===== config.mk =====
export PLATFORM = sky130hd
export DESIGN_NAME = slsi_cell
export DESIGN_NICKNAME = d
export VERILOG_FILES = /design/src/hw/rtl/slsi_pkg.sv /design/src/hw/rtl/slsi_cell.sv
export SDC_FILE = /design/constraint.sdc
export NUM_CORES = 1
export LEC_CHECK = 0
export BUFFER_PORTS_ARGS = -buffer_cell sky130_fd_sc_hd__buf_2
export CAP_MARGIN = 20
export CORE_MARGIN = 4
export CORE_UTILIZATION = 41
export DETAILED_ROUTE_END_ITERATION = 7
export PLACE_DENSITY = 0.81
export RECOVER_POWER = 25
export SLEW_MARGIN = 40
export SYNTH_ARGS = -nofsm -noshare
export SYNTH_HDL_FRONTEND = slang
export SYNTH_SLANG_ARGS = --single-unit

===== constraint.sdc =====
create_clock -name i_clk -period 2.2 [get_ports i_clk]
set_input_delay 0.11 -clock i_clk [delete_from_list [all_inputs] [get_ports i_clk]]
set_output_delay 0.11 -clock i_clk [all_outputs]
set_load 0.005 [all_outputs]

===== src/hw/rtl/slsi_pkg.sv =====
package slsi_pkg;

    typedef enum logic [1:0] {
        OP_ADD    = 2'd0,
        OP_GET    = 2'd1,
        OP_RM_AT  = 2'd2,
        OP_RM_VAL = 2'd3
    } t_op;

    typedef enum logic [1:0] {
        ST_OK        = 2'd0,
        ST_FULL      = 2'd1,
        ST_RANGE     = 2'd2,
        ST_NOT_FOUND = 2'd3
    } t_status;

    typedef enum logic [1:0] {
        S_IDLE,
        S_EVAL,
        S_SCAN,
        S_APPLY
    } t_state;

    localparam logic [5:0] CAPACITY_RESET = 6'd5;

    typedef struct packed {
        logic eval;
        logic scan;
        logic do_ins;
        logic do_rm;
        t_op  op;
    } t_cell_ctl;

endpackage


===== src/hw/rtl/slsi_cell.sv =====
module slsi_cell
    import slsi_pkg::*;
#(
    parameter int DATA_WIDTH = 32,
    parameter int CW         = 6,
    parameter int PW         = 5,
    parameter int CELL_IDX   = 0
) (
    input  logic                         i_clk,
    input  t_cell_ctl                    i_ctl,
    input  logic signed [DATA_WIDTH-1:0] i_value,
    input  logic        [PW-1:0]         i_index,
    input  logic        [CW-1:0]         i_count,
    input  logic        [PW-1:0]         i_rm_pos,
    input  logic signed [DATA_WIDTH-1:0] i_left_data,
    input  logic                         i_left_ins,
    input  logic signed [DATA_WIDTH-1:0] i_right_data,
    input  logic                         i_c_hit,
    input  logic signed [DATA_WIDTH-1:0] i_c_data,
    input  logic        [PW-1:0]         i_c_pos,
    output logic signed [DATA_WIDTH-1:0] o_data,
    output logic                         o_ins,
    output logic                         o_c_hit,
    output logic signed [DATA_WIDTH-1:0] o_c_data,
    output logic        [PW-1:0]         o_c_pos
);

    localparam logic [CW-1:0] MY_IDX = CW'(CELL_IDX);
    localparam logic [PW-1:0] MY_POS = PW'(CELL_IDX);

    logic signed [DATA_WIDTH-1:0] r_data;
    logic                         r_ins;
    logic                         r_hit;
    logic                         r_c_hit;
    logic signed [DATA_WIDTH-1:0] r_c_data;
    logic        [PW-1:0]         r_c_pos;

    logic occupied;
    logic ins_now;
    logic hit_now;

    assign occupied = MY_IDX < i_count;
    assign ins_now  = (occupied && (i_value <= r_data)) || (MY_IDX == i_count);

    always_comb begin
        unique case (i_ctl.op)
            OP_GET, OP_RM_AT: hit_now = (MY_POS == i_index);
            OP_RM_VAL:        hit_now = occupied && (r_data == i_value);
            default:          hit_now = 1'b0;
        endcase
    end

    always_ff @(posedge i_clk) begin
        if (i_ctl.eval) begin
            r_ins   <= ins_now;
            r_hit   <= hit_now;
            r_c_hit <= 1'b0;
        end
        if (i_ctl.scan) begin
            r_c_hit  <= r_hit | i_c_hit;
            r_c_data <= r_hit ? r_data : i_c_data;
            r_c_pos  <= r_hit ? MY_POS : i_c_pos;
        end
        if (i_ctl.do_ins && r_ins) begin
            r_data <= i_left_ins ? i_left_data : i_value;
        end else if (i_ctl.do_rm && (MY_POS >= i_rm_pos)) begin
            r_data <= i_right_data;
        end
    end

    assign o_data   = r_data;
    assign o_ins    = r_ins;
    assign o_c_hit  = r_c_hit;
    assign o_c_data = r_c_data;
    assign o_c_pos  = r_c_pos;

endmodule


==> results of run 1 <==
==> critical path, stage by stage (launching register included) <==
cell	delay [ns]
sky130_fd_sc_hd__edfxtp_1	0.41
sky130_fd_sc_hd__inv_2	0.09
sky130_fd_sc_hd__ha_4	0.19
sky130_fd_sc_hd__a21oi_2	0.13
sky130_fd_sc_hd__o21ai_1	0.08
sky130_fd_sc_hd__a221o_1	0.39
sky130_fd_sc_hd__a2111oi_4	0.39
sky130_fd_sc_hd__and4b_1	0.23
sky130_fd_sc_hd__nor2_1	0.04
==> repair_timing <==
action                                 CTS  global route
setup endpoints to repair                1             1
hold buffers                             0             1
buffers inserted                         0             5
gates resized for setup                  0             6
endpoints found under the hold margin    0             2
pin swaps                                2             5
==> power groups by stage <==
stage,combinational [W],sequential [W],clock (W)
global route,0.000883,0.00172,0.00137
CTS,0.000785,0.00171,0.00129
global placement,0.000746,0.00173,0
floorplan,0.000371,0.00175,0
detailed placement,0.000781,0.00174,0
finish,0.000789,0.00171,0.00127
==> cell families (layout without fill, tap and decap cells) <==
family,Yosys count,after routing,share of synthesized area [%]
compound gates,60,60,8.83
flops,72,72,51.8
fa+ha+maj,34,34,10.2
simple gates,72,72,8.24
mux,64,64,16.3
buf+inv,51,295,4.70
==> worst paths after layout <==
check / slack, ns / endpoint / cells after the start
setup / recovery: -0.009 / o_ins / 8
hold / removal: 0.03 / o_c_hit / 2
setup reg to reg: -0.009 / o_ins / 8
hold reg to reg: 0.61 / o_c_data[21] / 1
==> registers in the layout (all words and copies together) (netlist names) <==
name and count:
o_c_hit 1, o_c_pos 5, o_data 32, o_ins 1, r_hit 1, o_c_data 32
==> metal layers <==
layer	part of all wire (%)	wire, um
met1	37	4610
met2	53	6520
met3	8.2	1010
met4	1.5	187
met5	0.11	13
==> area by class of cell <==
| cell class | count | area share (%) |
|---|---|---|
| clock buffers | 9 | 2.13 |
| well taps | 133 | 2.86 |
| flip-flops and latches | 72 | 37.1 |
| repair buffers | 243 | 21.6 |
| multi-input cells | 230 | 32.1 |
| inverters | 36 | 2.32 |
| clock inverters | 7 | 1.89 |
==> cell usage in the layout (no fill, tap or decap), types with 2 or more instances in the layout <==
master,instances
sky130_fd_sc_hd__a21boi_0,2
sky130_fd_sc_hd__a21o_1,3
sky130_fd_sc_hd__a21oi_1,44
sky130_fd_sc_hd__a21oi_2,2
sky130_fd_sc_hd__a221o_1,2
sky130_fd_sc_hd__buf_2,221
sky130_fd_sc_hd__buf_4,12
sky130_fd_sc_hd__bufinv_16,3
sky130_fd_sc_hd__clkbuf_1,7
sky130_fd_sc_hd__clkbuf_8,9
sky130_fd_sc_hd__clkinv_1,2
sky130_fd_sc_hd__edfxtp_1,72
sky130_fd_sc_hd__ha_1,31
sky130_fd_sc_hd__ha_4,3
sky130_fd_sc_hd__inv_1,34
sky130_fd_sc_hd__inv_2,2
sky130_fd_sc_hd__mux2_2,32
sky130_fd_sc_hd__mux2i_1,32
sky130_fd_sc_hd__nand2_1,6
sky130_fd_sc_hd__nand3_1,4
sky130_fd_sc_hd__nand4_1,9
sky130_fd_sc_hd__nor2_1,36
sky130_fd_sc_hd__nor2b_1,7
sky130_fd_sc_hd__nor4_1,4
==> through the flow <==
stage / utilization [%] / total power [W] / setup slack [ns] / setup TNS, ns
6_report: 59.1 / 0.00377 / -0.00887 / -0.00887
3_3_place_gp: 55.9 / 0.00248 / 0.0324 / 0
4_1_cts: 58.4 / 0.00378 / 0.0180 / 0
5_1_grt: 59.1 / 0.00397 / -0.131 / -0.131
3_5_place_dp: 56.0 / 0.00252 / -0.0511 / -0.0511
2_1_floorplan: - / 0.00212 / 0.0767 / 0
==> results.ini, run 1 <==
[global_routing]
gr-total-overflow = 0
grt_antenna_before_repair = 1
global_route_wire_length_before_repair_um = 18000
grtUsageMet3_pct = 4.85
grt.met1_usage_pct = 22.0
gr-usage-met2_pct = 37.9
grt_pass1_vias = 3660
grt_max_degree = 65
grt_usage_pct = 20.1
grt-busiest-layer = met2

[power]
intPower_w = 0.00280
p_clk_share_pct = 33.7
power.sequential.fraction_pct = 45.4
pwr-share-comb_pct = 20.9
power_density_nw_per_um2 = 646
static-leakage-power_nw = 2.78
power_switching_share_pct = 25.8
ir_worst_vdd_uv = 341
psw_w = 0.000970

[clocking]
ctsRootBufferMaster = sky130_fd_sc_hd__clkbuf_8
cts_tree = built
cts_made_buffers = 9
clk-insertion-delay-late_ns = 0.35
cts.reportedPaths.clkPinSlew_ns = 0.08
clock_path_buffers = 2
cts.htree.levels = 3
clock_sinks = 72

[detailed_routing]
detail_route.wirelength_um = 12300
route.vias.total = 3625
route.detailed.drc = 0
initialDrtViolationCount = 170
route.detailed.vias_per_inst = 4.97
firstDrtPassIters = 4
post_drt_wl_per_cell_um = 16.9
route.antenna.remaining_nets = 0

[synth]
most_common_cell_in_the_synthesized_netlist = sky130_fd_sc_hd__edfxtp_1
async_flop_share_pct = 0
edff_count_synth = 72
netlist-cell-type-count = 31
synth_top_area_cell = sky130_fd_sc_hd__edfxtp_1
postSynthCellCount = 353
top_area_cells_in_the_synthesized_netlist = sky130_fd_sc_hd__edfxtp_1, sky130_fd_sc_hd__ha_1, sky130_fd_sc_hd__mux2_2
dominantRegCellSynth = sky130_fd_sc_hd__edfxtp_1
mappedNetlistArea_um2 = 4180
netlist.area_leader.share_pct = 51.8
yosysWarnings = 0
post_synthesis_net_count = 545
synth-seq-area-share_pct = 51.8
ys_ff_latch = 72
synth.avg_cell_area_um2 = 11.8
yosys-top-cells-count = sky130_fd_sc_hd__edfxtp_1, sky130_fd_sc_hd__a21oi_1, sky130_fd_sc_hd__inv_1, sky130_fd_sc_hd__nor2_1, sky130_fd_sc_hd__ha_1

[worst_setup_path]
setup.worst_path.end_class = flop
worst-path-max-fanout = 2
start_point_of_the_critical_path = o_data[17]
reg2reg_from = o_data[17]
required_time_worst_endpoint_ns = 2.31
crit_arrival_ns = 2.31
crit_type = flop to flop
crit_path_start_kind = flop

[place]
dp_hpwl_um = 9740
place_inst = 708
dpl_cell_area_um2 = 5530
port-buffer-count = 228
global_placement_routability_congestion = 0.867

[floorplan]
die_w_um = 109
die_area_um2 = 11900
top_level_ports = 229
die_h_um = 109
coreArea_um2 = 9860
row_cnt = 36
initial_core_util_pct = 42.4

[min_path]
min_from = i_c_hit
min-delay-path-class = input port to flop

[cells_and_area]
layout-drive-gt1-share_pct = 49.2
postLayoutCellArea_um2 = 5830
antenna_cells_inserted = 0
multi_input_area_um2 = 1870
final.fill_count = 845
final-seq-area_um2 = 2160
synthToLayoutAreaGrowth_pct = 39.5
filler_free_cell_count_of_the_finished_design = 730
finalNetCount = 784

[outcome]
failing_checks = setup timing
outcome = complete, but fails checks

[sta]
fin_hold_ws_ns = 0.0271
setup_viol = 1
fin_worst_skew_ns = 0.00726
clock.fmax_mhz = 453
timing_hold_violations_final = 0
post-route-worst-setup-slack_ns = -0.00887
rsz_0062_raised_after_global_routing = true
maxSlewViolCount = 0
max-slew-margin-rel_pct = 29.0
final.period_utilization_pct = 100
max_slew.worst_pin.slew_ns = 1.06
layout_min_cycle_time_ns = 2.21

[flow_run]
cap_viol_max_count = 0

No activity file was read; power rests on OpenSTA's default activity.
==> inputs of run 2 (changes only) <==
--- a/config.mk
+++ b/config.mk
@@ -7,10 +7,12 @@
 export LEC_CHECK = 0
 export BUFFER_PORTS_ARGS = -buffer_cell sky130_fd_sc_hd__buf_2
 export CAP_MARGIN = 20
+export CELL_PAD_IN_SITES_DETAIL_PLACEMENT = 1
+export CELL_PAD_IN_SITES_GLOBAL_PLACEMENT = 2
 export CORE_MARGIN = 4
-export CORE_UTILIZATION = 41
+export CORE_UTILIZATION = 24
 export DETAILED_ROUTE_END_ITERATION = 7
-export PLACE_DENSITY = 0.81
+export PLACE_DENSITY = 0.8
 export RECOVER_POWER = 25
 export SLEW_MARGIN = 40
 export SYNTH_ARGS = -nofsm -noshare
==> run 2 against run 1 <==
  * The run ends with capacitance limit, slew limit, setup timing left
  * Combinational power up 3.8%
  * Clock skew down 0.0030 ns
  * Flip-flop and latch count unchanged
  * Count of clock-buffer cells in the layout unchanged
  * Largest power group unchanged
  * Highest routed layer unchanged
==> results.ini, run 2 (same netlist as run 1, synthesis figures left out) <==
[outcome]
outcome = complete, but fails checks
failing_checks = capacitance limit, slew limit, setup timing

[worst_setup_path]
crit_path_start_kind = flop
timing.critical_path.max_delay_family = compound AO/OA/AOI/OAI gates
cp_num_buf_inv = 1
slowest_delay_ns = 0.41
critPathSlowestCell = sky130_fd_sc_hd__a2111oi_4
crit_arrival_ns = 2.31
setup.worst_path.end_class = flop
required_time_worst_endpoint_ns = 2.30
critical_path.cell_chain = inv_2 > ha_4 > a21oi_2 > o21ai_1 > a221o_1 > a2111oi_4 > and4b_1 > nor2_1
worst-path-max-fanout = 3
reg2reg_slack_ns = -0.02
crit_type = flop to flop

[detailed_routing]
firstDrtPassIters = 4
route.detailed.drc = 0
route.vias.total = 3733
initialDrtViolationCount = 100
route.antenna.remaining_nets = 0
route.detailed.vias_per_inst = 4.52
post_drt_wl_per_cell_um = 17.4
detail_route.wirelength_um = 14300

[cells_and_area]
synthToLayoutAreaGrowth_pct = 45.5
multi_input_area_um2 = 1860
layout-drive-gt1-share_pct = 48.4
leading_cell_type_in_the_layout_fill_and_taps_excluded = sky130_fd_sc_hd__buf_2
antenna_cells_inserted = 0
final-seq-area_um2 = 2160
final.fill_count = 1959
layout.cells.most_common_list = sky130_fd_sc_hd__buf_2, sky130_fd_sc_hd__edfxtp_1, sky130_fd_sc_hd__a21oi_1
finalNetCount = 793
filler_free_cell_count_of_the_finished_design = 825

[global_routing]
gr-total-overflow = 0
global_route_wire_length_before_repair_um = 22100
grt_usage_pct = 14.4
grt_antenna_before_repair = 1
grt_max_degree = 37
grt_pass1_vias = 4166

[floorplan]
row_cnt = 47
coreArea_um2 = 16800
die_area_um2 = 19600
die_h_um = 140
initial_core_util_pct = 24.8
die_w_um = 140
top_level_ports = 229

[sta]
post-route-worst-setup-slack_ns = -0.0180
clock.fmax_mhz = 451
layout_min_cycle_time_ns = 2.22
setup_viol = 1
rsz_0062_raised_after_global_routing = true
maxSlewViolCount = 29
max-slew-margin-rel_pct = -12.6
final.period_utilization_pct = 101
max_slew.worst_pin.slew_ns = 1.69
fin_worst_skew_ns = 0.00426
timing_hold_violations_final = 0

[clocking]
cts_made_buffers = 9
cts.reportedPaths.clkPinSlew_ns = 0.06
clk-insertion-delay-late_ns = 0.34
cts_tree = built
ctsRootBufferMaster = sky130_fd_sc_hd__clkbuf_16
clock_path_buffers = 2
cts.htree.levels = 3
clock_sinks = 72

[place]
port-buffer-count = 228
pre_cts_ws_ns = -0.0854
place_inst = 806
global_placement_routability_congestion = 0.825
dp_hpwl_um = 11600

[power]
static-leakage-power_nw = 2.83
ir_worst_vdd_uv = 352
power_density_nw_per_um2 = 694

[min_path]
min-delay-path-class = input port to flop

[flow_run]
cap_viol_max_count = 1

[run 2: final timing paths]
check / from / to / cells after the start
max: o_data[19] / o_ins / 8
max reg2reg: o_data[19] / o_ins / 8
min: i_c_hit / o_c_hit / 2
min reg2reg: o_data[14] / o_c_data[14] / 1
[run 2: timing repair]
item,in CTS,in global routing
pin swaps,3,7
hold endpoints to repair,0,0
hold buffers,0,0
gates resized for setup,0,7
endpoints found under the setup margin,1,1
buffers inserted,1,3
[run 2: power by group]
group          internal, W  switching, W
registers          0.00166     0.0000516
logic             0.000407      0.000412
clock network      0.00110      0.000589
total              0.00317       0.00105
[run 2: worst reg2reg max path: stages, from the launching register on]
cell	delay, ns
sky130_fd_sc_hd__edfxtp_1	0.40
sky130_fd_sc_hd__inv_2	0.09
sky130_fd_sc_hd__ha_4	0.21
sky130_fd_sc_hd__a21oi_2	0.12
sky130_fd_sc_hd__o21ai_1	0.09
sky130_fd_sc_hd__a221o_1	0.39
sky130_fd_sc_hd__a2111oi_4	0.41
sky130_fd_sc_hd__and4b_1	0.24
sky130_fd_sc_hd__nor2_1	0.04
[run 2: final cells by class]
| type | count | share of cell area (%) |
|---|---|---|
| clock buffer | 9 | 3.71 |
| clock inverter | 6 | 1.79 |
| inverter | 36 | 2.22 |
| multi-input combinational | 230 | 30.6 |
| sequential | 72 | 35.6 |
| tap | 220 | 4.53 |
| timing repair buffer | 252 | 21.6 |
[run 2: metal layers]
metal	share of wire (%)	GRT usage [%]
met1	40	16.4
met5	0.14	0
met2	51	26.0
met4	1.5	4.64
met3	7.2	4.02
[run 2: stage by stage]
stage                     power (W)  TNS (ns)  util [%]  hold WS [ns]  area, um^2
after CTS                   0.00428         0      35.9        0.0453        6040
after floorplan             0.00212         0         -         0.222        4180
after global routing        0.00445   -0.0761      36.1        0.0512        6080
final                       0.00422   -0.0180      36.1        0.0578        6080
after global placement      0.00253   -0.0158      33.9         0.384        5700
after detailed placement    0.00256   -0.0854      33.9         0.406        5700
==> inputs of run 3 (changes only) <==
==> constraint.sdc (replaced) <==
create_clock -name i_clk -period 2.2 [get_ports i_clk]
set_input_delay 0.44 -clock i_clk [delete_from_list [all_inputs] [get_ports i_clk]]
set_output_delay 0.44 -clock i_clk [all_outputs]
set_load 0.005 [all_outputs]
==> run 3 against run 2 <==
  * The run now ends clean
  * Clock skew up 0.0013 ns
  * Largest cell class unchanged
  * Hold slack better by 0.33 ns
  * Cell area up 2.7%
  * Critical endpoint unchanged
==> results.ini, run 3 (same netlist as run 1, synthesis figures left out) <==
[outcome]
outcome = finished, final reports clean

[worst_setup_path]
worst-path-max-fanout = 2
required_time_worst_endpoint_ns = 2.29
setup.worst_path.end_class = flop
crit_path_start_kind = flop
crit_type = flop to flop
crit_arrival_ns = 2.26

[power]
p_clk_share_pct = 34.9
power_switching_share_pct = 27.7
static-leakage-power_nw = 2.95
psw_w = 0.00110
ir_worst_vdd_uv = 347
intPower_w = 0.00288
pwr-share-comb_pct = 22.1
power_density_nw_per_um2 = 637
power.sequential.fraction_pct = 43.0
power.total_w = 0.00397

[global_routing]
global_route_wire_length_before_repair_um = 22200
grt_pass1_vias = 4169
grt_antenna_before_repair = 0
grt_usage_pct = 14.3
gr-total-overflow = 0
grt_max_degree = 33

[cells_and_area]
layout-drive-gt1-share_pct = 53.1
finalNetCount = 812
leading_cell_type_in_the_layout_fill_and_taps_excluded = sky130_fd_sc_hd__buf_2
layout.cells.most_common_list = sky130_fd_sc_hd__buf_2, sky130_fd_sc_hd__edfxtp_1, sky130_fd_sc_hd__a21oi_1
synthToLayoutAreaGrowth_pct = 49.4
final-seq-area_um2 = 2160
antenna_cells_inserted = 0
final.fill_count = 1953
multi_input_area_um2 = 1920

[sta]
layout_min_cycle_time_ns = 2.16
final.period_utilization_pct = 98.4
fin_worst_skew_ns = 0.00560
clock.fmax_mhz = 462
setup_viol = 0
setup-tns-final_ns = 0
maxSlewViolCount = 0
rsz_0062_raised_after_global_routing = true
max-slew-margin-rel_pct = 12.1
max_slew.worst_pin.slew_ns = 1.32
timing_hold_violations_final = 0

[floorplan]
die_h_um = 140
coreArea_um2 = 16800
die_w_um = 140
die_area_um2 = 19600
row_cnt = 47
top_level_ports = 229
initial_core_util_pct = 24.8

[clocking]
cts.reportedPaths.clkPinSlew_ns = 0.06
cts_tree = built
clock_path_buffers = 2
clk-insertion-delay-late_ns = 0.34
cts.htree.levels = 3
ctsRootBufferMaster = sky130_fd_sc_hd__clkbuf_16
hold_buffers = 0
clock_sinks = 72
cts_made_buffers = 9

[detailed_routing]
initialDrtViolationCount = 69
detail_route.wirelength_um = 14400
firstDrtPassIters = 4
route.detailed.drc = 0
route.vias.total = 3782
post_drt_wl_per_cell_um = 17.0
route.antenna.remaining_nets = 0
route.detailed.vias_per_inst = 4.48

[place]
dp_hpwl_um = 11700
global_placement_routability_congestion = 0.805
port-buffer-count = 228

[min_path]
min-delay-path-class = input port to flop

[flow_run]
cap_viol_max_count = 0

-- run 3: changes by cell type in the layout (fill, tap and decap cells not counted), moves of 3 or more --
cell / before / now
sky130_fd_sc_hd__buf_2: 209 / 223
sky130_fd_sc_hd__buf_4: 23 / 38
sky130_fd_sc_hd__bufinv_16: 3 / 0
sky130_fd_sc_hd__clkbuf_1: 19 / 6
-- run 3: critical path, stage by stage (launching register included) --
cell                        delay, ns
sky130_fd_sc_hd__edfxtp_1        0.40
sky130_fd_sc_hd__inv_1           0.12
sky130_fd_sc_hd__ha_4            0.21
sky130_fd_sc_hd__nand4_1         0.09
sky130_fd_sc_hd__inv_1           0.05
sky130_fd_sc_hd__a221o_1         0.38
sky130_fd_sc_hd__a2111oi_4       0.38
sky130_fd_sc_hd__and4b_1         0.24
sky130_fd_sc_hd__nor2_1          0.05
-- run 3: final timing paths --
kind | depth (start not counted) | slack, ns | end | start
max | 8 | 0.04 | o_ins | o_data[21]
min | 2 | 0.39 | o_c_hit | i_c_hit
max reg2reg | 8 | 0.04 | o_ins | o_data[21]
min reg2reg | 1 | 0.63 | o_c_data[8] | o_data[8]
-- run 3: routing by layer --
metal	track usage [%]	part of all wire, %	wire, um
met1	16.2	39	5640
met2	26.1	52	7480
met3	4.09	7.8	1120
met4	4.18	1.1	160
met5	0	0	0
-- run 3: through the flow --
step / instances / area (um^2) / worst slack, ns / utilization [%] / hold WS, ns
4_1_cts: 839 / 6140 / 0.00404 / 36.5 / 0.350
6_report: 845 / 6240 / 0.0359 / 37.1 / 0.387
2_1_floorplan: 353 / 4180 / 0.0331 / - / 0.552
3_3_place_gp: 822 / 5840 / -0.212 / 34.7 / 0.592
5_1_grt: 845 / 6240 / -0.0515 / 37.1 / 0.388
3_5_place_dp: 822 / 5840 / -0.245 / 34.7 / 0.610
-- run 3: layout make-up --
cell class	count	share of cell area (%)
repair buffers	271	23.6
well taps	220	4.41
inverters	36	2.16
flip-flops and latches	72	34.6
clock buffers	9	3.61
multi-input cells	230	30.8
clock inverters	7	0.782
-- run 3: timing repair --
item	4_1_cts	5_1_grt
endpoints found under the hold margin	0	0
buffers inserted	1	6
endpoints found under the setup margin	1	2
pin swaps	2	11
resized for setup	4	12
-- run 3: power by group through the flow --
stage	Clock (W)	Sequential (W)	Combinational, W
after floorplan	0	0.00175	0.000371
after global placement	0	0.00174	0.000830
after detailed placement	0	0.00174	0.000859
after CTS	0.00144	0.00171	0.000871
after global routing	0.00149	0.00172	0.000988
final	0.00139	0.00171	0.000878
